## src/rtl/htbd_pkg.sv

```systemverilog
// Shared types, constants and codes of the Huffman tree bit decoder.
`default_nettype none

package htbd_pkg;

  // Tree sizing.
  localparam int NUM_SYMBOLS  = 256;
  localparam int MAX_CODE_LEN = 32;
  localparam int NODE_DEPTH   = 2 * NUM_SYMBOLS;
  localparam int IDX_W        = $clog2(NODE_DEPTH);
  localparam int CNT_W        = IDX_W + 1;

  // Field widths.
  localparam int SYM_W      = 8;
  localparam int CODE_W     = 32;
  localparam int CODE_IDX_W = $clog2(CODE_W);
  localparam int LEN_W      = 6;
  localparam int LEN_CMP_W  = LEN_W + 1;

  // Command queue between front and back.
  localparam int QUEUE_DEPTH = 2;
  localparam int QUEUE_AW    = $clog2(QUEUE_DEPTH);

  // Operation codes on the op input.
  typedef enum logic [1:0] {
    OP_CLEAR  = 2'd0,
    OP_LOAD   = 2'd1,
    OP_DECODE = 2'd2
  } op_t;

  // Status codes of a result.
  typedef enum logic [1:0] {
    ST_OK      = 2'd0,
    ST_NO_PATH = 2'd1,
    ST_FAIL    = 2'd2
  } status_t;

  // Command class as decided by the front end.
  typedef enum logic [2:0] {
    K_NOP        = 3'd0,
    K_CLEAR      = 3'd1,
    K_LOAD       = 3'd2,
    K_LOAD_EMPTY = 3'd3,
    K_LOAD_LONG  = 3'd4,
    K_DECODE     = 3'd5
  } kind_t;

  typedef struct packed {
    kind_t             kind;
    logic [SYM_W-1:0]  sym;
    logic [CODE_W-1:0] code;
    logic [LEN_W-1:0]  len;
    logic              sbit;
  } cmd_t;

  // One tree node: child valid bits, child indexes (0 = left, 1 = right), symbol.
  typedef struct packed {
    logic [1:0]            has;
    logic [1:0][IDX_W-1:0] child;
    logic [SYM_W-1:0]      sym;
  } node_t;

  localparam int    NODE_W     = $bits(node_t);
  localparam node_t NODE_EMPTY = '0;

endpackage

`default_nettype wire

```

## src/rtl/htbd_queue.sv

```systemverilog
// Short command queue that decouples the front end from the back end.
`default_nettype none

module htbd_queue import htbd_pkg::*; (
  input  wire logic clk,
  input  wire logic rst,
  input  wire logic push,
  input  wire cmd_t push_cmd,
  input  wire logic pop,
  output cmd_t      head,
  output logic      full,
  output logic      empty
);

  cmd_t                slots [QUEUE_DEPTH];
  logic [QUEUE_AW-1:0] wr_ptr;
  logic [QUEUE_AW-1:0] rd_ptr;
  logic [QUEUE_AW:0]   count;

  assign full  = count == (QUEUE_AW + 1)'(QUEUE_DEPTH);
  assign empty = count == '0;
  assign head  = slots[rd_ptr];

  // Pointers and fill level.
  always_ff @(posedge clk) begin
    if (rst) begin
      wr_ptr <= '0;
      rd_ptr <= '0;
      count  <= '0;
    end else begin
      if (push) begin
        wr_ptr <= wr_ptr + 1'b1;
      end
      if (pop) begin
        rd_ptr <= rd_ptr + 1'b1;
      end
      case ({push, pop})
        2'b10:   count <= count + 1'b1;
        2'b01:   count <= count - 1'b1;
        default: count <= count;
      endcase
    end
  end

  // Payload storage.
  always_ff @(posedge clk) begin
    if (push) begin
      slots[wr_ptr] <= push_cmd;
    end
  end

endmodule

`default_nettype wire

```

## config.mk

```make
export PLATFORM = sky130hd
export DESIGN_NAME = htbd_queue
export DESIGN_NICKNAME = d
export VERILOG_FILES = /design/src/rtl/htbd_pkg.sv /design/src/rtl/htbd_queue.sv
export SDC_FILE = /design/constraint.sdc
export NUM_CORES = 1
export LEC_CHECK = 0
export CAP_MARGIN = 10
export CORE_UTILIZATION = 50
export CTS_BUF_LIST = sky130_fd_sc_hd__clkbuf_4 sky130_fd_sc_hd__clkbuf_8
export DETAILED_ROUTE_END_ITERATION = 16
export DONT_BUFFER_PORTS = 1
export GPL_ROUTABILITY_DRIVEN = 0
export SYNTH_ARGS = -nofsm -noshare
export SYNTH_HDL_FRONTEND = slang
export SYNTH_SLANG_ARGS = --single-unit
```

## constraint.sdc

```tcl
create_clock -name clk -period 4.65 [get_ports clk]
set_input_delay 0.2325 -clock clk [delete_from_list [all_inputs] [get_ports clk]]
set_output_delay 0.2325 -clock clk [all_outputs]
set_load 0.02 [all_outputs]
```

==> results.yml, run 1 <==
die:
  rows: 31
  die_w_um: 89.18
  ioPinCount: 106
  die_h_um: 89.18
  die-area_um2: 7952
  start_util_pct: 52.11
  core_um2: 7292
power:
  ir_drop_v: 0.0002540
  power.density_nw_per_um2: 401.6
  total_power_mw: 1.857
  p_leak_nw: 1.532
timing:
  finalClockSkew_ns: 0.01226
  setup_viol_count_final: 0
  whs_ns: 0.04496
  finalWorstPathRequiredPeriod_ns: 2.189
  fin_crit_sh_pct: 47.07
  tns_ns: 0
  rsz0062_at_grt: "no"
  worst_slack_ns: 2.461
  hold_viol: 0
  worstMarginPinSlew_ns: 1.139
  fmax_ghz: 0.4569
  slew_headroom_pct: 24.07
  drv_slew: 0
clock_tree:
  cts_inserted_buffers: 9
  hold_buffers: 51
  clk_path_buf_depth: 2
  cts_tree: "yes"
  cts_setup_buffers: 0
  cts_max_level: 3
  cts_root_buf: "clkbuf_8"
  clk_pin_slew_ns: 0.09
  clock_latency_ns: 0.35
  ctsResizeCount: 0
  cts_sinks: 105
drt:
  initialDrtViolationCount: 48
  drt-total-wl_um: 6065
  ant_nets: 0
  avgRoutedWirePerCell_um: 17.84
  via_per_inst: 5.035
  drc: 0
  vias: 1712
  drt_pass1_iterations: 4
global_routing:
  antenna_found_initial: 0
  grt_busiest_layer: "met2"
  grt_pass1_wl_um: 8700
  grt.overflow.total: 0
  gr-usage-met2_pct: 27.00
  grt_usage_pct: 15.56
  grt_max_degree: 51
  grt_pass1_vias: 1775
  met3_usage_pct: 3.693
  met1_usage_pct: 17.55
yosys:
  synthTopCellsByArea: "edfxtp_1, mux2_2, dfxtp_1"
  ys_types: 15
  synth_commonest_cells: "edfxtp_1, mux2_2, nor2_1, buf_2, dfxtp_1"
  synth.most_common_cell: "edfxtp_1"
  synthMuxAreaShare_pct: 14.82
  synth_simple_gate_area_share_pct: 1.152
  synth_top_family_by_area: "multiplexers"
  synth_area_um2: 3800
  ys_seq_area_share_pct: 81.66
  synth_warnings: 0
  synth_fa_ha_area_share_pct: 0.3293
  avgSynthCellArea_um2: 21.35
  synth_edf_count: 100
  yosysTopAreaCellShare_pct: 79.03
  synth_compound_area_share_pct: 0.2634
  async_flop_share_pct: 0
  synth-main-ff-cell: "edfxtp_1"
  synth_seq_cells: 105
  netlist_instances: 178
  synthXorXnorAreaFrac_pct: 0.9220
  yosys.area.top_type: "edfxtp_1"
  synth_fp_nets: 233
critical_path:
  cp_slowest_cell: "dfxtp_2"
  r2r_end: "slots[0][39]"
  crit_type: "register to primary output"
  required_ns: 4.42
  worstRegToRegCells: 2
  r2r_start: "wr_ptr"
  rrSetupSlack_ns: 2.93
  cp-end-kind: "primary output"
  cp-start-kind: "register"
  path_delay_family: "flip-flops"
  max_stage_delay_ns: 1.09
  crit_chain: "mux2_2"
  cp.arrival_ns: 1.96
  worst-path-max-fanout: 50
  path_buf_inv: 0
place:
  dp_slack_ns: 2.789
  place_area_um2: 3913
  port-buffer-count: 0
  dp_hpwl_um: 3588
finish:
  antennaDiodeCount: 0
  drive_gt1_share_pct: 29.88
  nFillCells: 549
  fin_area_um2: 4624
  syn_to_final_growth_pct: 21.70
  nets: 291
worst_hold_path:
  holdPathEnd: "wr_ptr"
  min-delay-start: "push"
  hold_depth: 2
  hp-class: "input pin to register"
outcome:
  status: "finished clean"
run:
  cap_violations: 0
[worst max-delay path by stage]
| stage | cells after the start | endpoint |
|---|---|---|
| 2_1_floorplan | 1 | slots[0][0] |
| 3_3_place_gp | 1 | head[2] |
| 3_5_place_dp | 1 | head[39] |
| 4_1_cts | 1 | head[2] |
| 5_1_grt | 1 | head[42] |
| 6_report | 1 | head[42] |
[power by group]
group / internal (mW) / switching, mW
registers: 1.10 / 0.0316
logic: 0.0910 / 0.130
clock network: 0.223 / 0.282
[per-stage QoR]
stage / utilization (%) / std cells
3_5_place_dp: 53.65 / 272
4_1_cts: 63.14 / 339
2_1_floorplan: - / 178
5_1_grt: 63.42 / 340
3_3_place_gp: 53.65 / 272
6_report: 63.42 / 340
[sequential cells by signal, summed over array words and instances (netlist names), named ones only]
register	cells
count	2
wr_ptr	1
rd_ptr	1
slots	100
[layout make-up]
class | instances | area (um2) | share of cell area, %
clock inverters | 4 | 28.78 | 0.6223
inverters | 1 | 3.754 | 0.08117
well taps | 99 | 123.9 | 2.679
clock buffers | 12 | 152.6 | 3.301
repair buffers | 53 | 538.0 | 11.63
flip-flops and latches | 105 | 3104 | 67.13
multi-input cells | 66 | 673.1 | 14.56
[routing by layer]
metal  wire length [um]  part of all wire, %  vias up
met1               2405                   40      839
met2               3222                   53       60
met3                353                  5.8        8
met5                  0                    0        -
li1                   -                    -      805
met4                 84                  1.4        0
[logic make-up after synthesis]
logic type,count (synthesis)
compound gates,2
xor+xnor,4
fa+ha+maj,1
buf+inv,7
flops,105
mux,50
simple gates,9
[cell usage in the layout, fill, tap and decap left out, types with 2 or more instances in the layout]
| cell type | instances |
|---|---|
| nor2_1 | 5 |
| dlygate4sd3_1 | 51 |
| edfxtp_1 | 100 |
| clkinvlp_4 | 2 |
| clkbuf_8 | 10 |
| mux2_2 | 50 |
| dfxtp_1 | 4 |
| clkbuf_4 | 2 |
| xnor2_1 | 3 |
No activity file was read; power rests on OpenSTA's default activity.
==> inputs of run 2 (changes only) <==
clock period = 2.3 ns   (was 4.65 ns; I/O delays follow)
==> run 2 against run 1 <==
Effect of this change:
- register-to-register slack lost 1.9 ns
- wire length increased by 2.2%
- clock power increased by 120%
- highest routed layer unchanged
- via count increased by 3.0%
- utilization increased by 0.77 points
==> results.yml, run 2 (synthesis gave the netlist of run 1 again) <==
finish:
  final_common_cell: "edfxtp_1"
  nets: 296
  antennaDiodeCount: 0
  syn_to_final_growth_pct: 23.18
  biggestRegsByFlops: "slots (100), count (2)"
  nFillCells: 539
  drive_gt1_share_pct: 30.08
  largest_register: "slots"
  largest_register_ffs: 100
  layout_common_cells: "edfxtp_1, dlygate4sd3_1, mux2_2"
place:
  port-buffer-count: 0
  dp_hpwl_um: 3842
clock_tree:
  cts_root_buf: "clkbuf_8"
  clk_path_buf_depth: 2
  clk_pin_slew_ns: 0.09
  clock_latency_ns: 0.34
  cts_max_level: 3
  cts_inserted_buffers: 9
  cts_tree: "yes"
  ctsResizeCount: 0
  cts_sinks: 105
die:
  ioPinCount: 106
  rows: 31
  die_w_um: 89.18
  start_util_pct: 52.11
  core_um2: 7292
  die_h_um: 89.18
  die-area_um2: 7952
timing:
  finalWorstPathRequiredPeriod_ns: 1.852
  tns_ns: 0
  finalClockSkew_ns: 0.006892
  worstMarginPinSlew_ns: 0.5431
  setup_viol_count_final: 0
  fmax_ghz: 0.5401
  drv_slew: 0
  slew_headroom_pct: 63.79
  whs_ns: 0.09892
  fin_crit_sh_pct: 80.51
  hold_viol: 0
  rsz0062_at_grt: "no"
global_routing:
  grt_pass1_vias: 1856
  antenna_found_initial: 0
  grt_usage_pct: 16.27
  grt_max_degree: 30
  grt.overflow.total: 0
  grt_pass1_wl_um: 9094
critical_path:
  cp-end-kind: "primary output"
  worstRegToRegCells: 3
  r2r_start: "wr_ptr"
  cp-start-kind: "register"
  required_ns: 2.18
  r2r_end: "wr_ptr"
  worst-path-max-fanout: 29
  crit_type: "register to primary output"
  rrSetupSlack_ns: 1.03
  cp.arrival_ns: 1.74
drt:
  via_per_inst: 5.110
  initialDrtViolationCount: 109
  avgRoutedWirePerCell_um: 17.97
  drt_pass1_iterations: 4
  vias: 1763
  drc: 0
  drt-total-wl_um: 6198
  ant_nets: 0
power:
  p_leak_nw: 1.557
  power.density_nw_per_um2: 821.3
  ir_drop_v: 0.0005543
worst_hold_path:
  holdPathEnd: "count[0]"
  hold_depth: 3
  hp-class: "input pin to register"
  min-delay-start: "pop"
outcome:
  status: "finished clean"
run:
  cap_violations: 0
==> run 2: cell count changes in the layout (fill, tap and decap cells not counted) <==
| cell | delta |
|---|---|
| buf_4 | +3 |
| clkinv_2 | -1 |
| dlygate4sd3_1 | +2 |
| clkbuf_8 | -1 |
| clkinv_1 | +1 |
| inv_6 | -1 |
| clkinvlp_4 | +1 |
| bufinv_16 | +1 |
==> run 2: critical path, cell delays in order, from the launching register on <==
cell and delay [ns]:
dfxtp_2 0.68, buf_12 0.27, mux2_2 0.42
==> run 2: worst max path at each step <==
stage / endpoint / start / depth (start not counted) / slack (ns)
global route: head[38] / register / 2 / 0.35
floorplan: slots[0][0] / wr_ptr / 1 / 0.24
detailed placement: head[36] / register / 2 / 0.80
CTS: head[36] / register / 2 / 0.42
global placement: head[36] / register / 2 / 0.84
finish: head[36] / register / 2 / 0.45
==> run 2: report_power, final <==
group	switching, mW	internal, mW
Clock	0.574	0.525
Sequential	0.0460	2.22
Combinational	0.283	0.193
Total	0.903	2.94
==> run 2: timing repair <==
item	in CTS	in global routing
buffers inserted	0	0
endpoints found under the hold margin	105	0
setup endpoints to repair	0	0
hold buffers	53	0
==> run 2: routing by layer <==
| metal | global-route usage [%] | part of all wire (%) |
|---|---|---|
| met1 | 17.63 | 38 |
| met2 | 28.38 | 52 |
| met3 | 5.448 | 7.7 |
| met4 | 8.514 | 2.0 |
| met5 | 0 | 0 |
==> run 2: area by class of cell <==
type | count | area, um2 | share of cell area, %
flip-flops and latches | 105 | 3104 | 66.32
multi-input cells | 66 | 673.1 | 14.38
repair buffers | 58 | 580.6 | 12.40
clock buffers | 11 | 138.9 | 2.967
well taps | 99 | 123.9 | 2.646
clock inverters | 5 | 56.30 | 1.203
inverters | 1 | 3.754 | 0.08019
==> run 2: per-stage QoR <==
| step | utilization (%) | total power [mW] | area, um2 | cells | worst slack [ns] |
|---|---|---|---|---|---|
| floorplan | - | 2.640 | 3802 | 178 | 0.2408 |
| global placement | 54.24 | 2.695 | 3955 | 276 | 0.8444 |
| detailed placement | 54.24 | 2.710 | 3955 | 276 | 0.8024 |
| CTS | 64.19 | 3.872 | 4681 | 345 | 0.4181 |
| global route | 64.19 | 3.987 | 4681 | 345 | 0.3525 |
| finish | 64.19 | 3.844 | 4681 | 345 | 0.4484 |
==> inputs of run 3 (changes only) <==
PLACE_DENSITY = 0.68   (was default)
clock period = 1.67 ns   (was 2.3 ns; I/O delays follow)
==> run 3 against run 2 <==
Effect of this change:
- critical path type unchanged
- cell count up 0.29%
- register-to-register slack lost 0.66 ns
- utilization grew 0.14 points
==> results.yml, run 3 (synthesis gave the netlist of run 1 again) <==
finish:
  drive_gt1_share_pct: 30.36
  largest_register_ffs: 100
  syn_to_final_growth_pct: 23.44
  largest_register: "slots"
  biggestRegsByFlops: "slots (100), count (2)"
  antennaDiodeCount: 0
  layout_common_cells: "edfxtp_1, dlygate4sd3_1, mux2_2"
  nets: 297
  final_common_cell: "edfxtp_1"
global_routing:
  grt_usage_pct: 17.07
  grt_pass1_vias: 1891
  grt_pass1_wl_um: 9494
  grt_max_degree: 30
  grt.overflow.total: 0
  antenna_found_initial: 0
die:
  die-area_um2: 7952
  die_h_um: 89.18
  die_w_um: 89.18
  core_um2: 7292
  start_util_pct: 52.11
  ioPinCount: 106
  rows: 31
clock_tree:
  cts_max_level: 3
  cts_tree: "yes"
  clk_path_buf_depth: 2
  cts_root_buf: "clkbuf_8"
  cts_sinks: 105
  cts_inserted_buffers: 9
  clock_latency_ns: 0.34
  clk_pin_slew_ns: 0.09
  cts_setup_buffers: 0
critical_path:
  cp-end-kind: "primary output"
  crit_chain: "buf_12 -> mux2_2"
  cp_slowest_cell: "dfxtp_4"
  path_delay_family: "flip-flops"
  cp.arrival_ns: 1.44
  max_stage_delay_ns: 0.44
  required_ns: 1.59
  cp-start-kind: "register"
  path_buf_inv: 1
  crit_type: "register to primary output"
  worst-path-max-fanout: 29
power:
  p_leak_nw: 1.553
  power.density_nw_per_um2: 1124
  ir_drop_v: 0.0007002
  total_power_mw: 5.271
run:
  cap_violations: 0
drt:
  initialDrtViolationCount: 68
  avgRoutedWirePerCell_um: 18.70
  via_per_inst: 5.072
  drc: 0
  vias: 1755
  drt_pass1_iterations: 4
  drt-total-wl_um: 6471
  ant_nets: 0
timing:
  whs_ns: 0.08025
  finalWorstPathRequiredPeriod_ns: 1.519
  rsz0062_at_grt: "no"
  worstMarginPinSlew_ns: 0.3897
  fmax_ghz: 0.6585
  slew_headroom_pct: 74.02
  setup_viol_count_final: 0
  tns_ns: 0
  hold_viol: 0
  worst_slack_ns: 0.1515
  finalClockSkew_ns: 0.004566
  drv_slew: 0
  fin_crit_sh_pct: 90.93
place:
  port-buffer-count: 0
  dp_hpwl_um: 4071
  dp_slack_ns: 0.3869
worst_hold_path:
  hp-class: "input pin to register"
outcome:
  status: "finished clean"
## run 3: cell count changes in the layout (fill, tap and decap cells not counted), sizes merged
cell,previous run,this run
buf,5,6
clkinvlp,3,5
clkbuf,11,9
## run 3: repair_timing
| item | CTS | global route |
|---|---|---|
| resized for setup | 0 | 1 |
| hold endpoints to repair | 105 | 0 |
| endpoints found under the setup margin | 0 | 12 |
| hold buffers | 53 | 0 |
## run 3: worst paths after layout
check	startpoint	endpoint	slack, ns	depth (start not counted)
setup / recovery	register	head[2]	0.15	2
hold / removal	pop	count[0]	0.08	3
hold reg to reg	count[1]	count[1]	0.53	2
setup reg to reg	wr_ptr	slots[1][5]	0.37	2
## run 3: stage by stage
| stage | cells | cell area, um2 | util, % |
|---|---|---|---|
| 6_report | 346 | 4691 | 64.33 |
| 5_1_grt | 346 | 4691 | 64.33 |
| 4_1_cts | 346 | 4688 | 64.29 |
| 3_5_place_dp | 277 | 3963 | 54.34 |
| 3_3_place_gp | 277 | 3963 | 54.34 |
| 2_1_floorplan | 178 | 3809 | - |
## run 3: per-layer routing
layer | wire, um | vias up | track usage [%]
met5 | 0 | - | 0
met4 | 44 | 0 | 7.071
met3 | 396 | 6 | 5.355
met2 | 3711 | 57 | 31.71
met1 | 2319 | 870 | 17.79
li1 | - | 822 | -
## run 3: area by class of cell
cell class / instances / area (um2)
clock buffer: 9 / 123.9
clock inverter: 7 / 71.32
fill: 539 / 2601
timing repair buffer: 59 / 588.1
multi-input combinational: 66 / 673.1
inverter: 1 / 3.754
sequential: 105 / 3107
tap: 99 / 123.9
## run 3: where the power goes
part / switching, mW / internal (mW) / total [mW]
registers: 0.0555 / 3.06 / 3.12
clock network: 0.797 / 0.687 / 1.48
logic: 0.401 / 0.268 / 0.669
## run 3: worst register-to-register path, delay by kind of cell, from the launching register on
kind	cells	cell delay [ns]
AND/OR/NAND/NOR	1	0.18
buffers and inverters	1	0.35
flip-flops	1	0.41
